`src/hdl/itoa_pkg.sv`:
```
// Shared constants, types and the digit character function for the radix ASCII converter.
`timescale 1ns / 1ps

package itoa_pkg;

    localparam int WORD_WIDTH     = 32;
    localparam int DIGIT_BITS     = 4;
    localparam int STEP_BITS      = 4;
    localparam int DIV_STEPS      = WORD_WIDTH / STEP_BITS;
    localparam int STEP_CNT_BITS  = $clog2(DIV_STEPS);
    localparam int COUNT_BITS     = $clog2(WORD_WIDTH + 1);
    localparam int INDEX_BITS     = $clog2(WORD_WIDTH);
    localparam int RADIX_BITS     = 5;
    localparam int CHAR_BITS      = 7;
    localparam int S_TDATA_WIDTH  = 32;
    localparam int M_TDATA_WIDTH  = 8;
    localparam int APB_ADDR_WIDTH = 3;
    localparam int APB_DATA_WIDTH = 32;
    localparam int REG_INDEX_BITS = 1;

    localparam logic [RADIX_BITS-1:0]     RADIX_RESET   = 5'd10;
    localparam logic [RADIX_BITS-1:0]     RADIX_MIN     = 5'd2;
    localparam logic [RADIX_BITS-1:0]     RADIX_MAX     = 5'd16;
    localparam logic [RADIX_BITS-1:0]     RADIX_DECIMAL = 5'd10;
    localparam logic [CHAR_BITS-1:0]      CHAR_MINUS    = 7'h2D;
    localparam logic [CHAR_BITS-1:0]      CHAR_ZERO     = 7'h30;
    localparam logic [CHAR_BITS-1:0]      CHAR_ALPHA    = 7'h37;
    localparam logic [REG_INDEX_BITS-1:0] REG_RADIX     = 1'd0;

    typedef struct packed {
        logic clear;
        logic push;
        logic pop;
    } stk_ctl_t;

    // '0'..'9' then 'A'..'F'
    function automatic logic [CHAR_BITS-1:0] digit_char(input logic [DIGIT_BITS-1:0] d);
        logic [CHAR_BITS-1:0] ext;
        ext = {{(CHAR_BITS-DIGIT_BITS){1'b0}}, d};
        if (d < 4'd10) begin
            return CHAR_ZERO + ext;
        end
        return CHAR_ALPHA + ext;
    endfunction

endpackage

```
`src/hdl/itoa_div.sv`:
```
// Shared divider: divides a word by the radix, four quotient bits per cycle.
`timescale 1ns / 1ps

module itoa_div import itoa_pkg::*; (
    input  logic                   aclk,
    input  logic                   aresetn,
    input  logic                   start,
    input  logic [WORD_WIDTH-1:0]  dividend,
    input  logic [RADIX_BITS-1:0]  divisor,
    output logic                   done,
    output logic [WORD_WIDTH-1:0]  quotient,
    output logic [DIGIT_BITS-1:0]  remainder
);

    logic [WORD_WIDTH-1:0]    work_reg, work_next;
    logic [DIGIT_BITS-1:0]    rem_reg, rem_next;
    logic [RADIX_BITS-1:0]    divisor_reg;
    logic [STEP_CNT_BITS-1:0] step_reg;
    logic                     busy_reg;
    logic                     done_reg;

    // Restoring division, STEP_BITS dividend bits per cycle; quotient bits
    // shift in at the bottom while dividend bits leave at the top.
    always_comb begin
        logic [DIGIT_BITS:0] trial;
        logic [DIGIT_BITS:0] diff;
        work_next = work_reg;
        rem_next  = rem_reg;
        for (int i = 0; i < STEP_BITS; i++) begin
            trial     = {rem_next, work_next[WORD_WIDTH-1]};
            work_next = {work_next[WORD_WIDTH-2:0], 1'b0};
            diff      = trial - divisor_reg;
            if (trial >= divisor_reg) begin
                rem_next     = diff[DIGIT_BITS-1:0];
                work_next[0] = 1'b1;
            end else begin
                rem_next = trial[DIGIT_BITS-1:0];
            end
        end
    end

    always_ff @(posedge aclk) begin
        if (!aresetn) begin
            busy_reg <= 1'b0;
            done_reg <= 1'b0;
            step_reg <= '0;
        end else begin
            done_reg <= 1'b0;
            if (start) begin
                busy_reg    <= 1'b1;
                step_reg    <= '0;
                work_reg    <= dividend;
                rem_reg     <= '0;
                divisor_reg <= divisor;
            end else if (busy_reg) begin
                work_reg <= work_next;
                rem_reg  <= rem_next;
                step_reg <= step_reg + 1'b1;
                if (step_reg == STEP_CNT_BITS'(DIV_STEPS - 1)) begin
                    busy_reg <= 1'b0;
                    done_reg <= 1'b1;
                end
            end
        end
    end

    assign done      = done_reg;
    assign quotient  = work_reg;
    assign remainder = rem_reg;

endmodule

```
`src/hdl/itoa_digit_stack.sv`:
```
// Digit stack: digits pushed least significant first, popped most significant first.
`timescale 1ns / 1ps

module itoa_digit_stack import itoa_pkg::*; (
    input  logic                   aclk,
    input  logic                   aresetn,
    input  stk_ctl_t               ctl,
    input  logic [DIGIT_BITS-1:0]  push_digit,
    output logic [COUNT_BITS-1:0]  count,
    output logic [DIGIT_BITS-1:0]  top_digit
);

    logic [DIGIT_BITS-1:0] mem_reg [WORD_WIDTH];
    logic [COUNT_BITS-1:0] count_reg;
    logic [COUNT_BITS-1:0] top_pos;

    always_ff @(posedge aclk) begin
        if (!aresetn) begin
            count_reg <= '0;
        end else if (ctl.clear) begin
            count_reg <= '0;
        end else if (ctl.push) begin
            count_reg <= count_reg + 1'b1;
        end else if (ctl.pop) begin
            count_reg <= count_reg - 1'b1;
        end
    end

    always_ff @(posedge aclk) begin
        if (ctl.push && !ctl.clear) begin
            mem_reg[count_reg[INDEX_BITS-1:0]] <= push_digit;
        end
    end

    assign top_pos   = count_reg - 1'b1;
    assign top_digit = mem_reg[top_pos[INDEX_BITS-1:0]];
    assign count     = count_reg;

endmodule

```
`src/hdl/integer_to_radix_ascii.sv`:
```
// Top level: radix register, conversion sequencer and output register.
`timescale 1ns / 1ps

// Converts one signed 32-bit integer per input transfer into ASCII digits in
// the radix held by the configuration register (2 to 16, reset value 10;
// written pwdata[4:0] below 2 acts as 2, above 16 as 16). Each output transfer
// carries one character, most significant digit first, with m_tlast on the
// final one. In radix 10 a negative value is preceded by '-'; other radixes
// print the raw two's-complement pattern.
// One shared divider produces each digit in 8 steps of four quotient bits,
// after which the sequencer takes the result. Once every digit is on the
// stack, one character leaves per cycle while the receiver keeps m_tready
// high. s_tready is high only between items; it returns high as soon as
// the last character sits in the output register, so the next item can
// start while that character waits. A stalled receiver holds the current
// character and pauses the character sequencer.
// Reset (aresetn low at a clock edge) drops any item in flight, clears
// m_tvalid and sets the radix to 10.

module integer_to_radix_ascii import itoa_pkg::*; (
    input  logic                       aclk,
    input  logic                       aresetn,
    // APB configuration
    input  logic                       psel,
    input  logic                       penable,
    input  logic                       pwrite,
    input  logic [APB_ADDR_WIDTH-1:0]  paddr,
    input  logic [APB_DATA_WIDTH-1:0]  pwdata,
    output logic [APB_DATA_WIDTH-1:0]  prdata,
    output logic                       pready,
    // input stream
    input  logic                       s_tvalid,
    output logic                       s_tready,
    input  logic [S_TDATA_WIDTH-1:0]   s_tdata,   // [31:0] value
    // output stream
    output logic                       m_tvalid,
    input  logic                       m_tready,
    output logic [M_TDATA_WIDTH-1:0]   m_tdata,   // [6:0] character, [7] zero
    output logic                       m_tlast
);

    typedef enum logic [1:0] {
        ST_IDLE,
        ST_DIVIDE,
        ST_EMIT
    } state_t;

    state_t                 state_reg, state_next;
    logic                   minus_reg, minus_next;
    logic                   m_tvalid_reg, m_tvalid_next;
    logic [CHAR_BITS-1:0]   char_reg, char_next;
    logic                   last_reg, last_next;
    logic [RADIX_BITS-1:0]  radix_reg;
    logic [RADIX_BITS-1:0]  radix_eff;

    logic                   accept;
    logic                   cfg_write;
    logic [REG_INDEX_BITS-1:0] reg_index;
    logic [WORD_WIDTH-1:0]  in_value;
    logic                   in_minus;
    logic [WORD_WIDTH-1:0]  in_mag;

    logic                   div_start;
    logic [WORD_WIDTH-1:0]  div_dividend;
    logic                   div_done;
    logic [WORD_WIDTH-1:0]  div_quot;
    logic [DIGIT_BITS-1:0]  div_rem;

    stk_ctl_t               stk_ctl;
    logic [COUNT_BITS-1:0]  stk_count;
    logic [DIGIT_BITS-1:0]  stk_top;
    logic                   out_free;

    // configuration port
    assign pready    = 1'b1;
    assign cfg_write = psel && penable && pwrite && pready;
    assign reg_index = paddr[APB_ADDR_WIDTH-1 -: REG_INDEX_BITS];

    always_ff @(posedge aclk) begin
        if (!aresetn) begin
            radix_reg <= RADIX_RESET;
        end else if (cfg_write && reg_index == REG_RADIX) begin
            radix_reg <= pwdata[RADIX_BITS-1:0];
        end
    end

    always_comb begin
        prdata = '0;
        if (reg_index == REG_RADIX) begin
            prdata = {{(APB_DATA_WIDTH-RADIX_BITS){1'b0}}, radix_reg};
        end
    end

    always_comb begin
        priority if (radix_reg < RADIX_MIN) begin
            radix_eff = RADIX_MIN;
        end else if (radix_reg > RADIX_MAX) begin
            radix_eff = RADIX_MAX;
        end else begin
            radix_eff = radix_reg;
        end
    end

    // input side
    assign s_tready = (state_reg == ST_IDLE);
    assign accept   = s_tvalid && s_tready;
    assign in_value = s_tdata[WORD_WIDTH-1:0];
    assign in_minus = in_value[WORD_WIDTH-1] && (radix_eff == RADIX_DECIMAL);
    assign in_mag   = in_minus ? (~in_value + 1'b1) : in_value;

    assign out_free = !m_tvalid_reg || m_tready;

    always_comb begin
        state_next    = state_reg;
        minus_next    = minus_reg;
        m_tvalid_next = m_tvalid_reg && !m_tready;
        char_next     = char_reg;
        last_next     = last_reg;
        div_start     = 1'b0;
        div_dividend  = in_mag;
        stk_ctl       = '0;

        unique case (state_reg)
            ST_IDLE: begin
                if (accept) begin
                    minus_next    = in_minus;
                    div_start     = 1'b1;
                    stk_ctl.clear = 1'b1;
                    state_next    = ST_DIVIDE;
                end
            end
            ST_DIVIDE: begin
                if (div_done) begin
                    stk_ctl.push = 1'b1;
                    if (div_quot == '0 || stk_count == COUNT_BITS'(WORD_WIDTH - 1)) begin
                        state_next = ST_EMIT;
                    end else begin
                        div_start    = 1'b1;
                        div_dividend = div_quot;
                    end
                end
            end
            ST_EMIT: begin
                if (out_free) begin
                    m_tvalid_next = 1'b1;
                    if (minus_reg) begin
                        char_next  = CHAR_MINUS;
                        last_next  = 1'b0;
                        minus_next = 1'b0;
                    end else begin
                        char_next   = digit_char(stk_top);
                        last_next   = (stk_count == COUNT_BITS'(1));
                        stk_ctl.pop = 1'b1;
                        if (stk_count == COUNT_BITS'(1)) begin
                            state_next = ST_IDLE;
                        end
                    end
                end
            end
            default: begin
                state_next = ST_IDLE;
            end
        endcase
    end

    always_ff @(posedge aclk) begin
        if (!aresetn) begin
            state_reg    <= ST_IDLE;
            minus_reg    <= 1'b0;
            m_tvalid_reg <= 1'b0;
        end else begin
            state_reg    <= state_next;
            minus_reg    <= minus_next;
            m_tvalid_reg <= m_tvalid_next;
        end
        char_reg <= char_next;
        last_reg <= last_next;
    end

    itoa_div u_div (
        .aclk      (aclk),
        .aresetn   (aresetn),
        .start     (div_start),
        .dividend  (div_dividend),
        .divisor   (radix_eff),
        .done      (div_done),
        .quotient  (div_quot),
        .remainder (div_rem)
    );

    itoa_digit_stack u_stack (
        .aclk       (aclk),
        .aresetn    (aresetn),
        .ctl        (stk_ctl),
        .push_digit (div_rem),
        .count      (stk_count),
        .top_digit  (stk_top)
    );

    assign m_tvalid = m_tvalid_reg;
    assign m_tdata  = {{(M_TDATA_WIDTH-CHAR_BITS){1'b0}}, char_reg};
    assign m_tlast  = last_reg;

endmodule

```
`config.mk`:
```
export PLATFORM = sky130hd
export DESIGN_NAME = integer_to_radix_ascii
export DESIGN_NICKNAME = d
export VERILOG_FILES = /design/src/hdl/itoa_pkg.sv /design/src/hdl/itoa_div.sv /design/src/hdl/itoa_digit_stack.sv /design/src/hdl/integer_to_radix_ascii.sv
export SDC_FILE = /design/constraint.sdc
export NUM_CORES = 1
export LEC_CHECK = 0
export BUFFER_PORTS_ARGS = -buffer_cell sky130_fd_sc_hd__buf_2
export CAP_MARGIN = 30
export CORE_MARGIN = 1.5
export CORE_UTILIZATION = 53
export DETAILED_ROUTE_END_ITERATION = 16
export GPL_ROUTABILITY_DRIVEN = 0
export HOLD_SLACK_MARGIN = 0.02
export PLACE_DENSITY = 0.76
export SETUP_SLACK_MARGIN = 0.1
export SKIP_CTS_REPAIR_TIMING = 1
export SYNTH_ARGS = -nofsm -noshare
export SYNTH_HDL_FRONTEND = slang
export SYNTH_SLANG_ARGS = --single-unit
```
`constraint.sdc`:
```
create_clock -name aclk -period 6.57 [get_ports aclk]
set_input_delay 1.971 -clock aclk [delete_from_list [all_inputs] [get_ports aclk]]
set_output_delay 1.971 -clock aclk [all_outputs]
set_load 0.01 [all_outputs]
```
# After elaboration in Yosys (flattened, before gate mapping)
# Memories as Yosys holds them, arrays and structs flattened.
# Cells that the tools add are included.
[totals] word_cells=128 out_inout_bits=44 ff_bits=69 ram_bits=128 n_memories=1 in_bits=74
[op_classes] n_bitwise=4 eq_ne=13 n_mux=54 n_reduce_logical=26 n_lt_le_gt_ge=7 n_addsub=10
[memory_table] memory="u_stack.mem_reg" words=32 width=4 rd=1 rd_clocked_by_memory_dff=0 wr=1 line_no="itoa_digit_stack.sv:13" source="logic [DIGIT_BITS-1:0] mem_reg [WORD_WIDTH];"
[op_table] op="$mux 32" n=6
[op_table] op="$add 32x1->32 const B" n=1
[op_table] op="$logic_not 32->1" n=1
[op_table] op="$not 32->32" n=1
[op_table] op="$mux 1" n=27
[op_table] op="$ge 5x5->1" n=4
[op_table] op="$mux 4" n=5
[op_table] op="$sub 4x4->4" n=4
[op_table] op="$mux 5" n=3
[op_table] op="$add 6x4->7 const A" n=2
[op_table] op="$mux 7" n=2
[op_table] op="$mux 2" n=6
[op_table] op="$mux 6" n=2
[op_table] op="$ne 2x2->1 const B" n=4
[op_table] op="$logic_and 1x1->1" n=7
[op_table] op="$add 6x1->6 const B" n=1
[op_table] op="$eq 6x1->1 const B" n=1
[op_table] op="$eq 6x5->1 const B" n=1
[op_table] op="$pmux 2 s3" n=1
[op_table] op="$reduce_and 2->1" n=3
[op_table] op="$reduce_and 3->1" n=2
[op_table] op="$reduce_and 6->1" n=1
[op_table] op="$reduce_bool 2->1" n=3
[op_table] op="$sub 6x1->6 const B" n=1
[op_table] op="17 further kinds" n=25

# Depth between registers and ports, before layout
# Gate-level depths: netlist of the first run.
[depth] depth_word=10 mapped_depth=30

# Hierarchy
# Synthesis of the first run repeated with hierarchy kept, for this count alone.
[hier_totals] hier_cells=807 hier_area_um2=10633.9
[modules_own_cells] mod="itoa_digit_stack" seq_area_each_um2=3963.8 area_each_um2=5595.4 cells_per_inst=317 instances=1
[modules_own_cells] mod="itoa_div" seq_area_each_um2=1331.3 area_each_um2=2783.9 cells_per_inst=218 instances=1
[modules_own_cells] mod="integer_to_radix_ascii" seq_area_each_um2=420.4 area_each_um2=2254.7 cells_per_inst=272 instances=1

# Worst setup path after synthesis of the first run
# Ideal clock, no wire load.
[synth_timing] path_kind="reg-to-reg" start="register u_div.rem_reg[0] (netlist: u_div.remainder[0])" end="register u_div.rem_reg[2] (netlist: u_div.remainder[2]), data pin" stages_incl_launch_ff=27 slack_ns=0.217 t_arrival_ns=6.094 synth_period_minus_slack_ns=6.353 t_required_ns=6.311 setup_ns=0.259 cell_sequence="edfxtp_1 -> ha_1 -> a21o_1 -> a21o_1 -> and4b_1 -> or3_1 -> ha_1 -> nor2b_1 -> o21a_1 -> o21a_1 -> o21a_1 -> nor2_1 -> a21o_1 -> inv_1 -> ha_1 -> a21o_1 -> a21o_1 -> a211oi_1 -> nor2_1 -> a21oi_1 -> ha_1 -> nor2b_1 -> o21ai_0 -> a31oi_1 -> o21ai_0 -> nand2b_1 -> o31a_1"
[synth_via] elab_chain_cells=9 elab_cells_between_ends=13 cone_classes="add/sub (4); order compare (4); mux (5)"
[synth_rtl] item="start: declaration" line_no="itoa_div.sv:16" source="logic [DIGIT_BITS-1:0] rem_reg, rem_next;"
[synth_rtl] item="start signal: assignment" line_no="itoa_div.sv:57" source="rem_reg <= rem_next;"
[synth_rtl] item="$sub 4x4->4 / $ge 5x5->1 (equally long branches)" line_no="itoa_div.sv:32, itoa_div.sv:33"
[synth_rtl] item="$mux 4 (*)" line_no="itoa_div.sv:33" source="if (trial >= divisor_reg) begin"
[synth_rtl] item="$sub 4x4->4 / $ge 5x5->1 (equally long branches)" line_no="itoa_div.sv:32, itoa_div.sv:33"
[synth_rtl] item="$mux 4 (*)" line_no="itoa_div.sv:33"
[synth_rtl] item="$ge 5x5->1 / $sub 4x4->4 (equally long branches)" line_no="itoa_div.sv:33, itoa_div.sv:32"
[synth_rtl] item="$mux 4 (*)" line_no="itoa_div.sv:33"
[synth_rtl] item="$sub 4x4->4 / $ge 5x5->1 (equally long branches)" line_no="itoa_div.sv:32, itoa_div.sv:33"
[synth_rtl] item="$mux 4 (*)" line_no="itoa_div.sv:33"
[synth_rtl] item="$mux 4 (*)" line_no="itoa_div.sv:55" source="end else if (busy_reg) begin"
# Mark *: on every way between the ends. The rest lies on a longest branch, timed or not. The select of a mux whose other input is x is not followed.
# A chain may end at the register's enable or synchronous reset.

# Worst setup path in the final report of the first run
[layout_timing] start="register u_div.work_reg[31] (netlist: u_div.quotient[31])" end="register u_div.rem_reg[1] (netlist: u_div.remainder[1]), data pin"
[layout_via] elab_chain_cells=9 elab_cells_between_ends=18 cone_classes="add/sub (4); order compare (4); mux (8); reduce/logical (2)"
[layout_rtl] item="start: declaration" line_no="itoa_div.sv:15" source="logic [WORD_WIDTH-1:0] work_reg, work_next;"
[layout_rtl] item="start signal: assignment" line_no="itoa_div.sv:52" source="work_reg <= dividend;"
[layout_rtl] item="start signal: assignment" line_no="itoa_div.sv:56" source="work_reg <= work_next;"
[layout_rtl] item="$sub 4x4->4 / $ge 5x5->1 (equally long branches)" line_no="itoa_div.sv:32, itoa_div.sv:33"
[layout_rtl] item="$mux 4" line_no="itoa_div.sv:33"
[layout_rtl] item="$sub 4x4->4 / $ge 5x5->1 (equally long branches)" line_no="itoa_div.sv:32, itoa_div.sv:33"
[layout_rtl] item="$mux 4" line_no="itoa_div.sv:33"
[layout_rtl] item="$ge 5x5->1 / $sub 4x4->4 (equally long branches)" line_no="itoa_div.sv:33, itoa_div.sv:32"
[layout_rtl] item="$mux 4" line_no="itoa_div.sv:33"
[layout_rtl] item="$sub 4x4->4 / $ge 5x5->1 (equally long branches)" line_no="itoa_div.sv:32, itoa_div.sv:33"
[layout_rtl] item="$mux 4" line_no="itoa_div.sv:33"
[layout_rtl] item="$mux 4" line_no="itoa_div.sv:55"
# Several ways; a longest one is shown, not always the timed one. The select of a mux whose other input is x is not followed.

==> flow_metrics.tcl, run 1 <==
set metrics [dict create \
    status "finished clean" \
    slew_viol_final 0 \
    largest_register_ffs 128 \
    clkTransAtPathRegs_ps 80 \
    fin_crit_ps 6160 \
    syn_inst 807 \
    hold_end "state_reg[0]" \
    peakVddDrop_v 0.000284 \
    vias 6493 \
    met2_usage_pct 35.4 \
    crit_family "compound AO/OA/AOI/OAI gates" \
    clk_latency_ps 430 \
    htree_num_levels 4 \
    critPathBufInv 4 \
    fin_util_pct 60.1 \
    critical_path_class "reg -> reg" \
    synth-seq-cells 197 \
    intPower_mw 2.76 \
    cts_tree "done" \
    switchingPower_mw 1.31 \
    cp.arrival_ps 6430 \
    grt_pass1_vias 6281 \
    nFillCells 1440 \
    dp_hpwl_um 14200 \
    drc 0 \
    worstReg2RegStart "u_div.quotient[31]" \
    final_nets 975 \
    layout_commonest_cell "edfxtp_1" \
    ios 118 \
    end_kind "flop" \
    synth_edf_count 177 \
    placed_cell_area_um2 10500 \
    maxCapViolCount 0 \
    worst_slack_ps 414 \
    antenna_left 0 \
    drive_above_1_share_pct 19.2 \
    power.density_nw_per_um2 362 \
    antenna_found_initial 0 \
    ys.flop_type "edfxtp_1" \
    holdWs_ps 499 \
    die-area_um2 19900 \
    rrSetupSlack_ps 410 \
    overflow 0 \
    leakage_nw 4.03 \
    clk_path_buf_depth 2 \
    max_slew_margin_pct 42.3 \
    mappedNetlistArea_um2 10100 \
    cp_slowest_cell "edfxtp_1" \
    setup_viol 0 \
    clock_sinks 197 \
    yosysSeqAreaShare_pct 56.5 \
    synth_top_area_share_pct 52.5 \
    ys_top_cells_by_area "edfxtp_1 (53%), mux4_2 (6.5%), nor2_1 (4.0%)" \
    synthToLayoutAreaGrowth_pct 11.1 \
    worst_pin_slew_ps 862 \
    post-route-period-util_pct 93.7 \
    drt-initial-drc-count 661 \
    wl_per_cell_um 18.3 \
    syn_area_per_cell_um2 12.5 \
    holdPathStages 1 \
    core-area_um2 18700 \
    rsz0062_at_grt "no" \
    grt_max_degree 73 \
    yosysWarningCount 0 \
    async_flop_share_pct 0 \
    hp-class "reg -> reg" \
    diodes 0 \
    ys_types 67 \
    switching_share_pct 32.2 \
    rr_worst_depth 30 \
    hold_viol_final 0 \
    cp.required_ps 6840 \
    final_area_um2 11200 \
    hold_start "state_reg[1]" \
    max_stage_delay_ps 400 \
    pwr-share-seq_pct 39.0 \
    power_frac_comb_pct 35.2 \
    gr-usage-met1_pct 27.9 \
    fin_skew_ps 12.2 \
    r2r_end "u_div.remainder[1]" \
    tns_ps 0 \
    top_usage_layer "met2" \
    die_width_um 141 \
    grtUsageMet3_pct 3.67 \
    cts_buffers 17 \
    cp_max_fo 7 \
    layout_common_cells "edfxtp_1 (177), nor2_1 (108), buf_2 (59)" \
    routed_wl_um 20400 \
    vias_per_cell 5.82 \
    pre_cts_ws_ps 145 \
    die_height_um 141 \
    num_rows 50 \
    track_usage_pct 21.3 \
    grt_pass1_wl_um 32500 \
    cts-root-buf "clkbuf_16" \
    start_util_pct 54.1 \
    synth_top_area_cell "edfxtp_1" \
    dp_cells 1080 \
    numPortBuffers 59 \
    path_common_cell "a21o_1" \
    power_mw 4.07 \
    stdcell_count 1115 \
    fmax_mhz 162 \
    cp-start-kind "flop" \
    clkPwrFrac_pct 25.7 \
    drt_first_pass_iters 5 \
]
## routing by layer
metal | share of wire (%) | wire length (µm) | vias up
li1 | - | - | 3070
met1 | 43 | 8700 | 3170
met2 | 50 | 10100 | 217
met3 | 5.2 | 1060 | 36
met4 | 2.4 | 481 | 0
met5 | 0 | 0 | -
## worst max-delay path by stage
stage                  startpoint                  to  slack [ps]  cells after the start
2_1_floorplan  u_div.remainder[0]  u_div.remainder[2]         220                     26
3_3_place_gp   u_div.quotient[31]  u_div.remainder[1]         200                     29
3_5_place_dp   u_div.quotient[31]  u_div.remainder[1]         150                     29
4_1_cts        u_div.quotient[31]  u_div.remainder[1]          90                     29
5_1_grt        u_div.quotient[31]  u_div.remainder[1]         110                     29
6_report       u_div.quotient[31]  u_div.remainder[1]         410                     30
## final cells by class
cell class | count | area, µm² | area share [%]
Sequential cell | 197 | 5720 | 50.9
Multi-Input combinational cell | 549 | 4080 | 36.3
Clock buffer | 21 | 514 | 4.58
Timing Repair Buffer | 78 | 442 | 3.93
Tap cell | 234 | 293 | 2.61
Clock inverter | 11 | 96.3 | 0.857
Inverter | 25 | 93.8 | 0.835
## power groups by stage
stage          Combinational, mW  Sequential, mW  Clock, mW
2_1_floorplan              0.893            1.67          0
3_3_place_gp                1.26            1.62          0
3_5_place_dp                1.29            1.62          0
4_1_cts                     1.30            1.59       1.06
5_1_grt                     1.58            1.59       1.11
6_report                    1.43            1.59       1.05
## synthesized netlist by cell type, types with 3 or more instances
cell type	instances
mux4_1	5
nor4_1	8
o21a_1	7
nand3_1	9
o22ai_1	4
xnor2_1	29
or2_2	6
nor3_1	8
and2_1	5
dfxtp_1	20
nor2_1	109
or4_1	3
buf_4	30
and3b_1	3
clkbuf_1	17
a21o_1	10
nor3b_1	5
mux4_2	29
o31ai_1	5
nor2b_1	21
ha_1	29
nand4_1	4
a31oi_1	5
a211oi_1	6
fa_1	4
mux2_2	3
xor2_1	17
buf_2	12
a21oi_1	53
o21ai_0	13
or3_1	6
o311ai_0	7
edfxtp_1	177
mux2i_1	10
nand2b_1	12
inv_1	25
nand3b_1	3
nand2_1	49
## cell families (layout without fill, tap and decap cells)
family / after synthesis / in the layout / share of synthesized area (%)
flip-flops: 197 / 197 / 56.5
adder cells (fa/ha/maj): 33 / 33 / 4.38
AND/OR/NAND/NOR: 263 / 263 / 12.7
other: 2 / 29 / 0.0742
XOR/XNOR: 46 / 46 / 3.98
AO/OA/AOI/OAI: 130 / 130 / 8.20
multiplexers: 48 / 48 / 9.30
buffers and inverters: 88 / 135 / 4.82
No activity file was read; power rests on OpenSTA's default activity.
==> run 2: changes to the inputs <==
- BUFFER_PORTS_ARGS: -buffer_cell sky130_fd_sc_hd__buf_2 -> not set
- CORE_UTILIZATION: 53 -> 58
- DONT_BUFFER_PORTS: not set -> 1
==> run 2 against run 1 <==
Effect of this change:
- combinational power is essentially flat
- sequential power is essentially flat
- routed wire length up 3.0%
- worst hold slack worse by 11 ps
- total power shrank 0.33%
- die area is 8.4% lower
- critical endpoint is now u_div.remainder[2]
- highest routed layer unchanged
==> flow_metrics.tcl, run 2 (synthesis gave the netlist of run 1 again) <==
set metrics [dict create \
    power_frac_comb_pct 35.0 \
    dp_hpwl_um 14800 \
    htree_num_levels 4 \
    die_width_um 135 \
    fin_crit_ps 6280 \
    die_height_um 135 \
    antenna_left 0 \
    max_slew_margin_pct 40.5 \
    clk_latency_ps 440 \
    numPortBuffers 0 \
    cts_tree "done" \
    vias_per_cell 6.13 \
    post-route-period-util_pct 95.6 \
    grt_max_degree 72 \
    cts_buffers 17 \
    worst_slack_ps 290 \
    synthToLayoutAreaGrowth_pct 7.92 \
    critPathBufInv 4 \
    top_layer_used "met4" \
    diodes 0 \
    largest_register_ffs 128 \
    clkPwrFrac_pct 25.8 \
    cp-start-kind "flop" \
    drive_above_1_share_pct 13.0 \
    crit_family "compound AO/OA/AOI/OAI gates" \
    antenna_found_initial 0 \
    overflow 0 \
    ff_latch_area_um2 5720 \
    wl_per_cell_um 20.0 \
    status "finished clean" \
    holdWs_ps 488 \
    m1WireLength_um 8310 \
    ios 118 \
    cp_max_fo 6 \
    clk_path_buf_depth 2 \
    route.met3.wl_um 1190 \
    intPower_mw 2.74 \
    vias 6417 \
    track_usage_pct 23.7 \
    core-area_um2 17200 \
    switching_share_pct 32.5 \
    fin_skew_ps 14.1 \
    cp_slowest_cell "a2111oi_1" \
    layout_commonest_cell "edfxtp_1" \
    grt_pass1_wl_um 32400 \
    num_rows 48 \
    hold_viol_final 0 \
    grt_pass1_vias 6289 \
    clock_sinks 197 \
    max_stage_delay_ps 470 \
    die-area_um2 18200 \
    setup_viol 0 \
    met2_wirelength_um 10900 \
    final_nets 916 \
    pre_cts_ws_ps 173 \
    cp.arrival_ps 6460 \
    pwr-share-seq_pct 39.2 \
    leakage_nw 3.78 \
    path_common_cell "a21o_1" \
    clkTransAtPathRegs_ps 80 \
    rsz0062_at_grt "no" \
    tns_ps 0 \
    critical_path_class "reg -> reg" \
    maxCapViolCount 0 \
    switchingPower_mw 1.32 \
    drt_first_pass_iters 7 \
    fmax_mhz 159 \
    start_util_pct 58.9 \
    slew_viol_final 0 \
    worst_pin_slew_ps 890 \
    end_kind "flop" \
    peakVddDrop_v 0.000492 \
    hp-class "reg -> reg" \
    nFillCells 1290 \
    routed_wl_um 21000 \
    cp.required_ps 6750 \
    multi_input_area_um2 4070 \
    fin_util_pct 63.6 \
    cts-root-buf "clkbuf_16" \
    drt-initial-drc-count 759 \
    layout_common_cells "edfxtp_1 (177), nor2_1 (107), a21oi_1 (52)" \
    power.density_nw_per_um2 371 \
    drc 0 \
]
run 2: path summary, 6_finish.rpt:
check                                        start  depth (start not counted)  slack, ps                  to
worst min-delay path                  state_reg[1]                          1        490        state_reg[0]
worst max-delay path            u_div.quotient[31]                         29        290  u_div.remainder[2]
worst min register to register        state_reg[1]                          1        490        state_reg[0]
worst max register to register  u_div.quotient[31]                         29        290  u_div.remainder[2]
run 2: final cells by class:
| type | instances | share of cell area, % |
|---|---|---|
| clock buffers | 17 | 3.90 |
| clock inverters | 15 | 1.67 |
| inverters | 25 | 0.860 |
| multi-input cells | 549 | 37.3 |
| flip-flops and latches | 197 | 52.4 |
| well taps | 225 | 2.58 |
| repair buffers | 19 | 1.31 |
run 2: through the flow:
stage | area (µm²) | total power, mW | cells
final | 10900 | 4.06 | 1047
after global routing | 10900 | 4.26 | 1047
after CTS | 10800 | 3.91 | 1043
after detailed placement | 10200 | 2.86 | 1011
after global placement | 10200 | 2.81 | 1011
after floorplan | 10200 | 2.56 | 834
run 2: power by group through the flow:
stage          registers, mW  clock network [mW]  logic, mW
6_report                1.59                1.05       1.42
5_1_grt                 1.59                1.10       1.56
4_1_cts                 1.59                1.06       1.26
3_5_place_dp            1.61                   0       1.25
3_3_place_gp            1.61                   0       1.19
2_1_floorplan           1.67                   0      0.893
run 2: routing by layer:
metal,up-vias,global-route usage (%)
met5,-,0
met4,0,8.96
met3,53,4.02
met2,287,40.8
met1,3129,30.3
li1,2948,-
run 2: worst register-to-register path: cells and delay by family, from the launching register on:
kind	cells	cell delay, ps
compound gates	15	3080
simple gates	6	970
fa+ha+maj	4	1050
buf+inv	4	510
flops	1	410
==> run 3: changes to the inputs <==
- SYNTH_HIERARCHICAL: not set -> 1
==> run 3 against run 2 <==
Effect of this change:
- clock-buffer cell count is 1 higher
- sequential cell count unchanged
- clock power shrank 4%
- highest routed layer unchanged
==> flow_metrics.tcl, run 3 <==
set metrics [dict create \
    ios 118 \
    clock_sinks 197 \
    peakVddDrop_v 0.000329 \
    ys_top_cells_by_area "edfxtp_1 (50%), mux2_2 (7.7%), mux4_2 (6.8%)" \
    antenna_left 0 \
    ys_top_cells_by_count "edfxtp_1 (177), mux2_2 (73), nor2_1 (66)" \
    grt_pass1_vias 6594 \
    final_nets 909 \
    layout_common_cells "edfxtp_1 (177), mux2_2 (73), nor2_1 (66)" \
    yosysSeqAreaShare_pct 53.7 \
    max_slew_margin_pct 32.9 \
    route.met3.wl_um 965 \
    die_width_um 138 \
    antenna_found_initial 0 \
    yosysMostFrequentCell "edfxtp_1" \
    hp-class "reg -> reg" \
    mappedNetlistArea_um2 10600 \
    fin_crit_ps 5930 \
    worst_pin_slew_ps 997 \
    critical_path_class "reg -> reg" \
    htree_num_levels 4 \
    overflow 0 \
    synthToLayoutAreaGrowth_pct 6.45 \
    drt_first_pass_iters 5 \
    synth_top_area_cell "edfxtp_1" \
    hold_start "u_div/done" \
    layout_commonest_cell "edfxtp_1" \
    clk_path_buf_depth 2 \
    intPower_mw 2.68 \
    worstReg2RegStart "u_div/divisor_reg[1]" \
    maxCapViolCount 0 \
    dp_hpwl_um 14500 \
    fin_skew_ps 12.9 \
    slew_viol_final 0 \
    core-area_um2 18000 \
    drc 0 \
    vias_per_cell 6.21 \
    critPathLaunch "u_div/divisor_reg[1]" \
    fmax_mhz 169 \
    grt_pass1_wl_um 33900 \
    async_flop_share_pct 0 \
    cp-start-kind "flop" \
    leakage_nw 3.82 \
    synth_edf_count 177 \
    die_height_um 138 \
    placed_cell_area_um2 10700 \
    die-area_um2 19200 \
    switchingPower_mw 1.37 \
    m1WireLength_um 8520 \
    clk_latency_ps 440 \
    clkTransAtPathRegs_ps 80 \
    power_mw 4.05 \
    drt-initial-drc-count 438 \
    setup_viol 0 \
    end_kind "flop" \
    switching_share_pct 33.9 \
    ys_types 72 \
    num_rows 49 \
    yosysWarningCount 6 \
    clkPwrFrac_pct 25.0 \
    cts_tree "done" \
    vias 6483 \
    synth_top_area_share_pct 50.0 \
    syn_area_per_cell_um2 13.2 \
    diodes 0 \
    track_usage_pct 22.3 \
    final_area_um2 11300 \
    cp_max_fo 9 \
    drive_above_1_share_pct 21.0 \
    power_frac_comb_pct 35.4 \
    status "finished clean" \
    hold_viol_final 0 \
    numPortBuffers 0 \
    tns_ps 0 \
    cts-root-buf "clkbuf_16" \
    pwr-share-seq_pct 39.6 \
    cts_buffers 17 \
    wl_per_cell_um 19.9 \
    grt_max_degree 42 \
    rsz0062_at_grt "no" \
    post-route-period-util_pct 90.2 \
    largest_register_ffs 128 \
    ys.flop_type "edfxtp_1" \
    cp.required_ps 6760 \
    routed_wl_um 20700 \
    holdWs_ps 463 \
    top_layer_used "met4" \
    met2_wirelength_um 10900 \
    syn_inst 807 \
    cp.arrival_ps 6120 \
    start_util_pct 59.2 \
    synth-seq-cells 197 \
    fin_util_pct 63.0 \
    power.density_nw_per_um2 357 \
]
==> run 3: changes by cell type after synthesis, moves of 5 or more <==
| cell | delta |
|---|---|
| a21oi_1 | -23 |
| mux2_2 | +70 |
| mux4_1 | -5 |
| nand2_1 | -20 |
| nor2_1 | -43 |
| nor2b_1 | +8 |
| nor4_1 | +6 |
| o21a_1 | -5 |
| o311ai_0 | -7 |
==> run 3: power by group through the flow <==
stage	registers, mW	logic (mW)	clock network (mW)
detailed placement	1.63	1.39	0
global route	1.61	1.58	1.08
finish	1.60	1.43	1.01
floorplan	1.68	1.04	0
global placement	1.63	1.31	0
CTS	1.60	1.40	1.03
==> run 3: cell type report <==
type,count,area [µm²]
Fill cell,1319,6640
Sequential cell,197,5720
Multi-Input combinational cell,546,4540
Clock buffer,18,429
Tap cell,229,287
Clock inverter,14,156
Inverter,30,116
Timing Repair Buffer,10,75.1
==> run 3: worst paths after layout <==
| check | endpoint | slack [ps] | depth (start not counted) |
|---|---|---|---|
| worst max register to register | u_div/quotient[0] | 640 | 22 |
| worst max-delay path | u_div/quotient[0] | 640 | 22 |
| worst min-delay path | state_reg[0] | 460 | 1 |
| worst min register to register | state_reg[0] | 460 | 1 |
==> run 3: critical path: stages, from the launching register on <==
cell and delay [ps]:
edfxtp_1 490, clkinvlp_4 270, ha_1 370, nand2_1 60, o21ai_1 200, a21o_2 270, mux2_1 350, ha_1 300
and2_1 190, a21o_2 300, a211oi_1 310, nor2_1 100, ha_1 310, nand2_1 90, o21ai_4 310, mux2_4 350
inv_1 100, ha_1 250, nor2b_1 130, o21ai_1 240, a31o_2 240, nand2_1 140, mux2_2 300
==> run 3: logic make-up (layout without fill, tap and decap cells) <==
family,count (synthesis),after routing,synth area share (%)
and+or+nand+nor,209,209,10.3
DFF,197,197,53.7
muxes,117,117,15.7
AOI/OAI and AO/OA,114,114,7.72
buffers and inverters,91,72,4.59
xor gates and xnor gates,44,44,3.62
adders and majority gates,33,33,4.17
other,2,29,0.0706
==> run 3: through the flow <==
step | std cells | setup WS, ps
floorplan | 834 | 1160
global placement | 1012 | 802
detailed placement | 1012 | 595
CTS | 1044 | 552
global route | 1044 | 136
finish | 1044 | 641
==> run 3: routing by layer <==
layer	vias up	global-route usage (%)
li1	2999	-
met1	3242	28.2
met2	204	39.4
met3	38	3.46
met4	0	7.48
met5	-	0
